### src/sv/htmd_pkg.sv
`timescale 1ns / 1ps

package htmd_pkg;

  // access kinds
  localparam logic KIND_READ  = 1'b0;
  localparam logic KIND_WRITE = 1'b1;

  // register index carried by paddr[3]
  localparam logic REG_OUTBOUND_BASE = 1'b0;

  // device and command codes of the outbound word
  localparam logic [7:0] DEV_SYSCALL = 8'd0;
  localparam logic [7:0] CMD_EXIT    = 8'd0;
  localparam logic [7:0] DEV_CONSOLE = 8'd1;
  localparam logic [7:0] CMD_PUTCHAR = 8'd1;

  localparam logic signed [31:0] ERROR_STATUS = 32'sd1;

  typedef struct packed {
    logic        kind;
    logic [63:0] address;
    logic [3:0]  access_bytes;
    logic [63:0] write_data;
  } item_t;

  typedef struct packed {
    logic [63:0]        read_data;
    logic               console_valid;
    logic [7:0]         console_char;
    logic               exit_event;
    logic signed [31:0] exit_status;
    logic               command_error;
  } result_t;

  typedef struct packed {
    logic [63:0] outbound_word;
    logic [63:0] inbound_word;
    logic        halted_flag;
  } mbox_state_t;

endpackage

### src/sv/htmd_exec.sv
`timescale 1ns / 1ps

module htmd_exec (
  input  htmd_pkg::item_t       item,
  input  logic [63:0]           outbound_base,
  input  htmd_pkg::mbox_state_t state,
  output htmd_pkg::result_t     result,
  output htmd_pkg::mbox_state_t state_next
);

  logic [2:0]  lane;
  logic [5:0]  shamt;
  logic [7:0]  byte_en;
  logic [63:0] mask;
  logic [63:0] base_diff;
  logic        is_out;
  logic [63:0] sel_word;
  logic [63:0] wr_bits;
  logic [63:0] out_merged;
  logic [63:0] in_merged;
  logic [7:0]  dev;
  logic [7:0]  cmd;
  logic [47:0] payload;
  logic        is_exit;
  logic        is_putchar;
  logic        halted_new;

  assign lane      = item.address[2:0];
  assign shamt     = {lane, 3'b000};
  assign base_diff = item.address - outbound_base;
  assign is_out    = (base_diff[63:3] == 61'd0);

  // byte lanes touched, clipped at lane 7
  always_comb begin
    for (int b = 0; b < 8; b++) begin
      logic [3:0] rel;
      rel = 4'(b) - {1'b0, lane};
      byte_en[b] = (3'(b) >= lane) && (rel < item.access_bytes);
    end
  end

  always_comb begin
    for (int b = 0; b < 8; b++) begin
      mask[8*b +: 8] = {8{byte_en[b]}};
    end
  end

  assign sel_word   = is_out ? state.outbound_word : state.inbound_word;
  assign wr_bits    = (item.write_data << shamt) & mask;
  assign out_merged = (state.outbound_word & ~mask) | wr_bits;
  assign in_merged  = (state.inbound_word & ~mask) | wr_bits;

  assign dev        = out_merged[63:56];
  assign cmd        = out_merged[55:48];
  assign payload    = out_merged[47:0];
  assign is_exit    = (dev == htmd_pkg::DEV_SYSCALL) && (cmd == htmd_pkg::CMD_EXIT);
  assign is_putchar = (dev == htmd_pkg::DEV_CONSOLE) && (cmd == htmd_pkg::CMD_PUTCHAR);

  always_comb begin
    result     = '0;
    state_next = state;
    halted_new = state.halted_flag;
    if (item.kind == htmd_pkg::KIND_READ) begin
      result.read_data = (sel_word & mask) >> shamt;
    end else if (!is_out) begin
      state_next.inbound_word = in_merged;
    end else begin
      state_next.outbound_word = out_merged;
      if (out_merged != 64'd0) begin
        if (is_putchar) begin
          result.console_valid = 1'b1;
          result.console_char  = payload[7:0];
        end else begin
          // exit, good or bad, or an unsupported command
          result.exit_event = 1'b1;
          halted_new        = 1'b1;
          if (is_exit && payload[0]) begin
            result.exit_status = payload[32:1];
          end else begin
            result.exit_status   = htmd_pkg::ERROR_STATUS;
            result.command_error = 1'b1;
          end
        end
        state_next.outbound_word = 64'd0;
        state_next.halted_flag   = halted_new;
        if (!halted_new) begin
          state_next.inbound_word = {dev, cmd, 48'd0};
        end
      end
    end
  end

endmodule

### src/sv/host_target_mailbox_device.sv
`timescale 1ns / 1ps

// channel   | handshake            | payload
// ----------+----------------------+------------------------------------------------
// request   | req_valid, req_stall | kind, address, access_bytes, write_data
// response  | rsp_valid, rsp_stall | read_data, console_valid, console_char,
//           |                      | exit_event, exit_status, command_error
// config    | apb psel/penable     | paddr[3:0], pwdata/prdata 64 bits
//
// one item per cycle sustained while rsp_stall is low; an accepted item is captured
// in the request register, is executed against the mailbox state on its way to
// the response register and shows on the response port from there
// rst (synchronous) clears the mailbox words, the halt flag, outbound_base and
// both valid bits
// rsp_stall holds the response register; req_stall rises only when both stages are full

module host_target_mailbox_device (
  input  logic               clk,
  input  logic               rst,
  // config port
  input  logic               psel,
  input  logic               penable,
  input  logic               pwrite,
  input  logic [3:0]         paddr,
  input  logic [63:0]        pwdata,
  output logic [63:0]        prdata,
  output logic               pready,
  // request channel
  input  logic               req_valid,
  output logic               req_stall,
  input  logic               kind,
  input  logic [63:0]        address,
  input  logic [3:0]         access_bytes,
  input  logic [63:0]        write_data,
  // response channel
  output logic               rsp_valid,
  input  logic               rsp_stall,
  output logic [63:0]        read_data,
  output logic               console_valid,
  output logic [7:0]         console_char,
  output logic               exit_event,
  output logic signed [31:0] exit_status,
  output logic               command_error
);

  logic [63:0]           outbound_base;
  htmd_pkg::mbox_state_t state;
  htmd_pkg::mbox_state_t state_next;

  logic                  item_valid;
  htmd_pkg::item_t       item;
  htmd_pkg::result_t     result_next;
  htmd_pkg::result_t     result;

  logic                  advance;
  logic                  cfg_write;

  // apb: zero wait states, one 64-bit register at byte 0
  assign pready    = 1'b1;
  assign cfg_write = psel && penable && pwrite
                     && (paddr[3] == htmd_pkg::REG_OUTBOUND_BASE);
  assign prdata    = (paddr[3] == htmd_pkg::REG_OUTBOUND_BASE) ? outbound_base : 64'd0;

  always_ff @(posedge clk) begin
    if (rst) begin
      outbound_base <= 64'd0;
    end else if (cfg_write) begin
      outbound_base <= pwdata;
    end
  end

  // the request register drains when the response register is free or taken
  assign advance   = !rsp_valid || !rsp_stall;
  assign req_stall = item_valid && !advance;

  always_ff @(posedge clk) begin
    if (rst) begin
      item_valid <= 1'b0;
    end else if (!req_stall) begin
      item_valid <= req_valid;
    end
  end

  always_ff @(posedge clk) begin
    if (req_valid && !req_stall) begin
      item.kind         <= kind;
      item.address      <= address;
      item.access_bytes <= access_bytes;
      item.write_data   <= write_data;
    end
  end

  htmd_exec u_exec (
    .item          (item),
    .outbound_base (outbound_base),
    .state         (state),
    .result        (result_next),
    .state_next    (state_next)
  );

  // mailbox state commits as the item leaves for the response register
  always_ff @(posedge clk) begin
    if (rst) begin
      state <= '0;
    end else if (item_valid && advance) begin
      state <= state_next;
    end
  end

  always_ff @(posedge clk) begin
    if (rst) begin
      rsp_valid <= 1'b0;
    end else if (advance) begin
      rsp_valid <= item_valid;
    end
  end

  always_ff @(posedge clk) begin
    if (item_valid && advance) begin
      result <= result_next;
    end
  end

  assign read_data     = result.read_data;
  assign console_valid = result.console_valid;
  assign console_char  = result.console_char;
  assign exit_event    = result.exit_event;
  assign exit_status   = result.exit_status;
  assign command_error = result.command_error;

endmodule

### config.mk
export PLATFORM = sky130hd
export DESIGN_NAME = host_target_mailbox_device
export DESIGN_NICKNAME = d
export VERILOG_FILES = /design/src/sv/htmd_pkg.sv /design/src/sv/htmd_exec.sv /design/src/sv/host_target_mailbox_device.sv
export SDC_FILE = /design/constraint.sdc
export NUM_CORES = 1
export LEC_CHECK = 0
export ABC_AREA = 1
export BUFFER_PORTS_ARGS = -buffer_cell sky130_fd_sc_hd__buf_2
export CAP_MARGIN = 25
export CORE_MARGIN = 2
export CORE_UTILIZATION = 35
export DETAILED_ROUTE_END_ITERATION = 10
export GPL_TIMING_DRIVEN = 0
export PLACE_DENSITY = 0.63
export RECOVER_POWER = 50
export SYNTH_ARGS = -nofsm -noshare
export SYNTH_HDL_FRONTEND = slang
export SYNTH_SLANG_ARGS = --single-unit
export TNS_END_PERCENT = 20
### constraint.sdc
create_clock -name clk -period 4.3 [get_ports clk]
set_input_delay 0 -clock clk [delete_from_list [all_inputs] [get_ports clk]]
set_output_delay 0 -clock clk [all_outputs]
set_load 0.01 [all_outputs]
# Word level (Yosys, flattened, before mapping)
# Index checks and enable logic that the tools add are counted.
# classes
addsub	9
n_mul	0
div_mod_pow	0
n_lt_le_gt_ge	16
eq_ne	4
shifts	2
mux	13
bitwise	12
reduce_logical	33
# ops
op	n
bitwise AND 64 bit	4
2-to-1 mux 64 bit	4
2-to-1 mux 129 bit	1
OR 64 bit	2
inverter 64 bit	1
nonzero test 64 bit	1
<< shifter 64 x 6 -> 64 bit	1
right shift 64 x 6 -> 64 bit	1
subtractor 64 bit	1
zero test 61 bit	1
2-to-1 mux 34 bit	1
less-than comparator 4 bit	8
2-to-1 mux 32 bit	1
logical AND 1 bit	17
== test 8 x 1 -> 1 bit, second input constant	2
zero test 8 bit	2
subtractor 3 x 3 -> 4 bit, first input constant	4
greater-or-equal comparator 3 bit, first input constant	4
AND reduction 4 bit	3
2-to-1 mux 9 bit	1
subtractor 1 x 3 -> 4 bit, first input constant	2
subtractor 2 x 3 -> 4 bit, first input constant	2
greater-or-equal comparator 1 x 3 -> 1 bit, first input constant	2
greater-or-equal comparator 2 x 3 -> 1 bit, first input constant	2
other kinds (8)	21
# word_totals
ff_bits	435
latch_bits	0
mem_bits_rw	0
romBits	0
input_bits	208
out_inout_bits	174
elab_cells	106
memories	0

# Depth between registers and ports, before layout
# Gate-level depths: netlist of the first run.
# depth
depth_word	15
ltp_mapped	27
ltp_nobuf	27

# Modules after synthesis
# Synthesis of the first run repeated with hierarchy kept, for this count alone.
# hier_totals
hier_cells	4749
hier_area_um2	30643.1
# by_module_without_submodules
module	instances	cells_per_inst	area_each_um2	seq_area_each_um2
htmd_exec	1	3384	15543.7	0.0
host_target_mailbox_device	1	1365	15099.5	11110.7

# Least setup slack after synthesis of the first run
# Ideal clock, no wire load.
# synth_path
path_type	reg-to-reg
startpoint	register, netlist name item[69]
endpoint	register result (netlist bit exit_status[12]) (data pin)
setup_ps	260
t_arrival_ps	4462
required_ps	4040
path_slack_ps	-422
path_stages_with_launch	23
path_buffers	7
period_less_slack_ps	4722
cell_sequence	edfxtp_1 inv_1 clkbuf_1 buf_2 buf_1 clkbuf_1 buf_1 ha_1 inv_1 ha_1 a21o_1 nand3_1 nand3_1 clkbuf_1 a21oi_1 nand4_1 nor3_1 nand3_1 nor3_1 nor2_1 nand4_1 buf_2 nor2_1
# synth_between
elab_chain_cells	11
elab_cells_between_ends	51
cone_classes	add/sub (9); order compare (16); eq/ne (2); shift (1); bitwise (7); reduce/logical (16)
# synth_rtl
item	line_no	source
subtractor 3 x 3 -> 4 bit	htmd_exec.sv:37	rel = 4'(b) - {1'b0, lane};
less-than comparator 4 bit	htmd_exec.sv:38	byte_en[b] = (3'(b) >= lane) && (rel < item.access_bytes);
logical AND 1 bit	htmd_exec.sv:38	
inverter 64 bit	htmd_exec.sv:50	assign out_merged = (state.outbound_word & ~mask) | wr_bits;
bitwise AND 64 bit	htmd_exec.sv:50	
OR 64 bit	htmd_exec.sv:50	
zero test 8 bit	htmd_exec.sv:56	assign is_exit = (dev == htmd_pkg::DEV_SYSCALL) && (cmd == htmd_pkg::CMD_EXIT);
logical AND 1 bit	htmd_exec.sv:56	
logical AND 1 bit	htmd_exec.sv:77	if (is_exit && payload[0]) begin
inverter 1 bit (no line)	-	
OR reduction 5 bit (no line)	-	
end signal, assigned	host_target_mailbox_device.sv:120	result <= result_next;
end, declared	host_target_mailbox_device.sv:53	htmd_pkg::result_t result;
# Parallel ways exist; a longest one is shown, timed or not.
# A chain may end at the register's enable or synchronous reset.

# Worst setup path in the final report of the first run
# layout_path
startpoint	register, netlist name item[70]
endpoint	register result (netlist bit exit_status[25]) (data pin)
# layout_between
elab_chain_cells	11
elab_cells_between_ends	51
cone_classes	add/sub (9); order compare (16); eq/ne (2); shift (1); bitwise (7); reduce/logical (16)
# layout_rtl
item	line_no
subtractor 3 x 3 -> 4 bit	htmd_exec.sv:37
less-than comparator 4 bit	htmd_exec.sv:38
logical AND 1 bit	htmd_exec.sv:38
inverter 64 bit	htmd_exec.sv:50
bitwise AND 64 bit	htmd_exec.sv:50
OR 64 bit	htmd_exec.sv:50
zero test 8 bit	htmd_exec.sv:56
logical AND 1 bit	htmd_exec.sv:56
logical AND 1 bit	htmd_exec.sv:77
inverter 1 bit (no line)	-
OR reduction 5 bit (no line)	-
# Parallel ways exist; a longest one is shown, timed or not.

==> impl_metrics.toml, run 1 <==
[run_status]
status = "finished, violations left"
failed_checks = "max-capacitance violations, max-slew violations"

[logic_synthesis]
netlist_instances = 4150
synth-seq-cells = 435
synth-edff-count = 240
ys_async_sr_fraction_pct = 0
yosys-top-cells-count = "nand2_1, inv_1, nand3_1"
synth_area_leaders = "edfxtp_1, nand2_1, dfxtp_1, nand3_1, inv_1"
yosys_warnings = 0
synth_top_area_share_pct = 25.65
synth-main-ff-cell = "edfxtp_1"
yosysTopAreaCell = "edfxtp_1"
seq_area_frac_synth_pct = 39.54
synth_nets = 4453
synth_area_um2 = 28100
yosysMostFrequentCell = "nand2_1"
ys_types = 54
syn_avg_cell_area_um2 = 6.771

[critical_path]
path_buf_inv = 10
max_stage_delay_ns = 0.36
r2r-end = "exit_status[25]$_SDFFCE_PP0P_"
path_class = "flip-flop to flip-flop"
critPathTopFamily = "simple AND/OR/NAND/NOR gates"
path_max_fanout = 16
worstRegToRegCells = 26
crit_arrival_ns = 4.53
crit_required_ns = 4.65
worst_setup_path_start_kind = "flip-flop"
cp_slowest_cell = "edfxtp_1"
r2r-start = "item[70]$_DFFE_PP_"
endpoint_kind = "flip-flop"
regToRegSetupSlack_ns = 0.12
path_common_cell = "buf_6"

[grt]
grt_pass1_wl_um = 171100
grt_max_degree = 91
grt_usage_pct = 27.27
first_global_vias = 28180
grt-ovfl-total = 0
antenna_found_initial = 2

[timing]
slew_violations = 76
max_freq_mhz = 239.0
setup_viol = 0
hold_ws_ns = 0.07361
timing.final.crit_share_pct = 97.31
fin_skew_ns = 0.05701
post-route-min-period_ns = 4.185
relSlewSlack_pct = -61.48
tightestPinTransition_ns = 2.409
finalHoldViolCount = 0
setup_tns_ns = 0

[flow_run]
cap_violations = 2

[min_path]
hold_start = "kind"
hold_depth = 2
hold_class = "primary input to flip-flop"
min_to = "item[132]$_DFFE_PP_"

[place]
placed_cell_area_um2 = 31410
dp_hpwl_um = 90230
place.gp.congestion = 0.9971
port_buffers = 376

[clock_network]
cts_inserted_buffers = 49
htreeDepth = 2
cts_tree = "done"
cts-root-buf = "clkbuf_16"
clk_latency_ns = 0.65
cts_sinks = 435
clk_path_buf_depth = 3
clk_pin_slew_ns = 0.07

[floorplan]
core_region_area_um2 = 79260
die_area_um2 = 82570
die_h_um = 287.3
rows = 103
io_pins = 382
start_util_pct = 35.45
die_x_um = 287.3

[final_layout]
finish.net_count = 5140
area_growth_pct = 30.56
final_area_um2 = 36690
drive_gt1_share_pct = 13.78

[routing]
via_per_inst = 5.143
drc = 0
drt_pass1_iterations = 6
num_vias = 30490
ant_nets = 0
wl_per_cell_um = 19.62
finalWirelength_um = 116300
drt_iter0_markers = 2928

[power]
finalPower_mw = 11.89
power_density_nw_per_um2 = 324.1
p_clk_share_pct = 38.7
p_switching_mw = 3.750
ir_worst_vdd_mv = 0.3117
p_leak_nw = 16.50
seqPwrFrac_pct = 38.9
internal_power_mw = 8.139
combPwrFrac_pct = 22.5
switching_share_pct = 31.54
## metrics by stage
step                      util [%]  instances  setup slack, ns
final                        46.29       5928           0.1155
after global routing         46.29       5928         -0.02225
after CTS                    45.42       5907         -0.02403
after detailed placement     39.62       5580           -2.484
after global placement       39.49       5576           -2.433
after floorplan                  -       4150          0.04232
## state kept, by name, indices dropped and copies added, names as in the netlist, named ones only
signal,flops
command_error,1
console_char,8
console_valid,1
exit_event,1
exit_status,32
item,133
item_valid,1
outbound_base,64
read_data,64
rsp_valid,1
state,113
## worst register-to-register path, delay by kind of cell (launching register included)
kind / cells / cell delay, ns
AO/OA/AOI/OAI: 2 / 0.16
adder cells (fa/ha/maj): 2 / 0.45
buffers and inverters: 10 / 1.45
flip-flops: 1 / 0.36
AND/OR/NAND/NOR: 12 / 1.48
## cell usage in the layout, fill, tap and decap left out, drive strengths merged, types with 11 or more instances in the layout
| cell type | synthesis | layout |
|---|---|---|
| a21oi | 231 | 231 |
| buf | 83 | 333 |
| clkbuf | 101 | 350 |
| clkinv | 11 | 23 |
| dfxtp | 195 | 195 |
| dlygate4sd3 | 0 | 199 |
| edfxtp | 240 | 240 |
| ha | 95 | 95 |
| inv | 563 | 563 |
| mux2i | 14 | 14 |
| nand2 | 1257 | 1257 |
| nand3 | 442 | 443 |
| nand3b | 26 | 26 |
| nand4 | 97 | 97 |
| nor2 | 434 | 434 |
| nor3 | 66 | 66 |
| nor4 | 11 | 11 |
| o211ai | 13 | 13 |
| o21ai | 196 | 196 |
| or2 | 12 | 12 |
## per-layer routing
layer,track usage [%],up-vias,share of wire (%)
met5,0,-,0
met4,8.685,0,3.3
met3,3.960,196,7.9
met2,42.13,1312,44
met1,39.04,14150,45
li1,-,14830,-
## cell type report
cell class              instances  area (um^2)
diodes                          2        5.005
plain buffers                 179         1074
clock buffers                  63         1396
clock inverters                27        380.4
fillers                      8150        42570
inverters                     574         2182
multi-input cells            2958        15000
flip-flops and latches        435        11110
well taps                    1050         1314
repair buffers                640         4224
## logic make-up after synthesis
logic type	after synthesis	share of synthesized area (%)
buffers and inverters	758	10.62
xor gates and xnor gates	4	0.1247
DFF	435	39.54
other	1	0.01335
adders and majority gates	95	4.230
AOI/OAI and AO/OA	482	9.293
and+or+nand+nor	2361	35.68
muxes	14	0.4987
## power by group through the flow
stage          Sequential, mW  Combinational, mW  Clock [mW]
2_1_floorplan            4.73               1.41           0
3_3_place_gp             4.73               2.25           0
3_5_place_dp             4.71               2.27           0
4_1_cts                  4.62               2.51        4.69
5_1_grt                  4.64               2.92        4.82
6_report                 4.62               2.67        4.60
## worst max path at each step
stage | cells past startpoint | end | startpoint | slack (ns)
2_1_floorplan | 22 | exit_status[12]$_SDFFCE_PP0P_ | item[69]$_DFFE_PP_ | 0.04
3_3_place_gp | 24 | exit_status[26]$_SDFFCE_PP0P_ | item[69]$_DFFE_PP_ | -2.43
3_5_place_dp | 24 | exit_status[26]$_SDFFCE_PP0P_ | item[69]$_DFFE_PP_ | -2.48
4_1_cts | 25 | exit_status[25]$_SDFFCE_PP0P_ | item[69]$_DFFE_PP_ | -0.02
5_1_grt | 28 | read_data[11]$_SDFFCE_PP0P_ | item[69]$_DFFE_PP_ | -0.02
6_report | 26 | exit_status[25]$_SDFFCE_PP0P_ | item[70]$_DFFE_PP_ | 0.12
## repair_timing
item | 4_1_cts | 5_1_grt
gates cloned | 2 | 0
hold endpoints to repair | 199 | 0
buffers inserted | 38 | 23
resized for setup | 160 | 223
pin swaps | 26 | 55
setup endpoints to repair | 220 | 231
hold buffers | 199 | 0
Note: power is estimated with default switching activity, not from simulation.
==> run 2, diff against run 1 <==
==> constraint.sdc (replaced) <==
create_clock -name clk -period 3.7 [get_ports clk]
set_input_delay 0 -clock clk [delete_from_list [all_inputs] [get_ports clk]]
set_output_delay 0 -clock clk [all_outputs]
set_load 0.01 [all_outputs]
==> run 2 against run 1 <==
The flow finishes with violations (negative setup slack). Power up 17%. Maximum frequency is essentially flat. Die area stayed put. Cell count rose by 0.57%. Worst hold slack got worse by 0.0057 ns. Critical path depth fell by 6. Wire length is 0.26% higher. Combinational power is 21% higher. Sequential cell count is the same.
==> impl_metrics.toml, run 2 (synthesis gave the netlist of run 1 again) <==
[critical_path]
max_stage_delay_ns = 0.43
r2r-end = "exit_status[10]$_SDFFCE_PP0P_"
worst_setup_path_start_kind = "flip-flop"
regToRegSetupSlack_ns = -0.48
critPathTopFamily = "buffers and inverters"
r2r-start = "item[69]$_DFFE_PP_"
crit_required_ns = 4.11
crit_arrival_ns = 4.60
cp_slowest_cell = "o21ai_0"
path_max_fanout = 10
cp_cell_sequence = "buf_6 -> buf_6 -> buf_2 -> buf_2 -> clkbuf_2 -> nor2_1 -> o21ai_0 -> nor2_1 -> a21oi_1 -> nand3_1 -> nor3_1 -> nand4_1 -> buf_4 -> nor3_4 -> nor2_4 -> nand4_1 -> buf_6 -> buf_12 -> buf_8 -> nor2_1"
path_buf_inv = 9
worstRegToRegCells = 20
path_class = "flip-flop to flip-flop"
endpoint_kind = "flip-flop"

[grt]
grt_pass1_wl_um = 170300
first_global_vias = 28080
grt_max_degree = 83
grt_usage_pct = 27.08
grt-ovfl-total = 0
antenna_found_initial = 1

[routing]
via_per_inst = 5.185
drt_iter0_markers = 2871
wl_per_cell_um = 19.56
finalWirelength_um = 116600
ant_nets = 0
drc = 0
num_vias = 30920
drt_pass1_iterations = 7

[clock_network]
htreeDepth = 2
clk_path_buf_depth = 3
cts-root-buf = "clkbuf_16"
clk_pin_slew_ns = 0.06
cts_sinks = 435
cts_inserted_buffers = 50
clk_latency_ns = 0.66
cts_tree = "done"

[final_layout]
mostFrequentLayoutCell = "nand2_1"
finish.net_count = 5173
nFillCells = 7998
max_flop_register = "item"
reg.largest.list = "item: 133 flops, state: 113 flops"
final_area_um2 = 38010
largest_register_ffs = 133
drive_gt1_share_pct = 18.72
layout_common_cells = "nand2_1, inv_1, nor2_1"
area_growth_pct = 35.25

[place]
placed_cell_area_um2 = 31620
port_buffers = 376
place.gp.congestion = 0.9970
dp_hpwl_um = 89610

[power]
power_density_nw_per_um2 = 364.5
finalPower_mw = 13.85
ir_worst_vdd_mv = 0.3350
p_leak_nw = 17.00

[floorplan]
die_h_um = 287.3
die_x_um = 287.3
start_util_pct = 35.45
die_area_um2 = 82570
core_region_area_um2 = 79260
rows = 103
io_pins = 382

[min_path]
hold_class = "primary input to flip-flop"
hold_start = "kind"
min_to = "item[132]$_DFFE_PP_"
hold_depth = 2

[run_status]
status = "finished, violations left"
failed_checks = "negative setup slack"

[flow_run]
cap_violations = 0

[timing]
tightestPinTransition_ns = 1.085
post-route-min-period_ns = 4.183
setup_viol = 200
fin_skew_ns = 0.07218
rsz0062_at_grt = "true"
slew_violations = 0
setup_ws_ns = -0.4834
max_freq_mhz = 239.0
finalHoldViolCount = 0
hold_ws_ns = 0.06787
timing.final.crit_share_pct = 113.1
setup_tns_ns = -47.18
relSlewSlack_pct = 27.39
==> run 2: changes by cell type in the layout (fill, tap and decap cells not counted), sizes merged <==
| cell | previous run | this run |
|---|---|---|
| clkinv | 23 | 33 |
| inv | 563 | 562 |
| buf | 333 | 383 |
| clkinvlp | 9 | 5 |
| bufinv | 6 | 7 |
| clkbuf | 350 | 328 |
==> run 2: power breakdown <==
| part | switching, mW | total [mW] | internal (mW) |
|---|---|---|---|
| combinational | 2.14 | 3.23 | 1.09 |
| clock | 2.22 | 5.25 | 3.02 |
| sequential | 0.0747 | 5.37 | 5.30 |
==> run 2: how the worst max path moves through the flow <==
stage                       start                             to  slack (ns)  cells past startpoint
6_report       item[69]$_DFFE_PP_  exit_status[10]$_SDFFCE_PP0P_       -0.48                     20
5_1_grt        item[70]$_DFFE_PP_  exit_status[10]$_SDFFCE_PP0P_       -0.56                     24
4_1_cts        item[69]$_DFFE_PP_  exit_status[29]$_SDFFCE_PP0P_       -0.59                     27
3_5_place_dp   item[68]$_DFFE_PP_  exit_status[25]$_SDFFCE_PP0P_       -2.13                     21
3_3_place_gp   item[68]$_DFFE_PP_  console_char[4]$_SDFFCE_PN0P_       -2.19                     20
2_1_floorplan  item[69]$_DFFE_PP_   exit_status[9]$_SDFFCE_PP0P_       -0.09                     22
==> run 2: repair_timing <==
item,4_1_cts,5_1_grt
endpoints found under the hold margin,199,0
cloned,6,4
pin swaps,40,80
buffers inserted,39,45
hold buffers,199,0
gates resized for setup,245,349
setup endpoints to repair,236,236
==> run 2: per-stage QoR <==
stage	instances	util, %	setup slack [ns]
global route	5961	47.95	-0.5602
detailed placement	5580	39.90	-2.133
global placement	5576	39.78	-2.194
floorplan	4150	-	-0.08652
CTS	5916	46.26	-0.5900
finish	5962	47.95	-0.4834
==> run 2: worst reg2reg max path: stages (launching register included) <==
cell and delay [ns]:
edfxtp_1 0.34, buf_6 0.16, buf_6 0.22, buf_2 0.25, buf_2 0.25, clkbuf_2 0.31, nor2_1 0.20, o21ai_0 0.43
nor2_1 0.14, a21oi_1 0.15, nand3_1 0.08, nor3_1 0.35, nand4_1 0.13, buf_4 0.18, nor3_4 0.19, nor2_4 0.08
nand4_1 0.09, buf_6 0.13, buf_12 0.12, buf_8 0.12, nor2_1 0.05
==> run 2: cell type report <==
class                   count  area [um^2]  area share (%)
multi-input cells        2958        15780           41.53
flip-flops and latches    435        11110           29.23
repair buffers            671         4633           12.19
inverters                 574         2195           5.774
well taps                1050         1314           3.457
clock buffers              59         1295           3.407
plain buffers             180         1240           3.263
clock inverters            33        429.2           1.129
diodes                      2        5.005         0.01317
==> run 2: layer usage <==
metal  track usage [%]  routed length, um  part of all wire, %  up-vias
met5                 0                  0                    0        -
met4             8.451               3976                  3.4        0
met3             3.976               9889                  8.5      242
met2             42.23              51240                   44     1422
met1             38.45              51500                   44    14350
li1                  -                  -                    -    14910
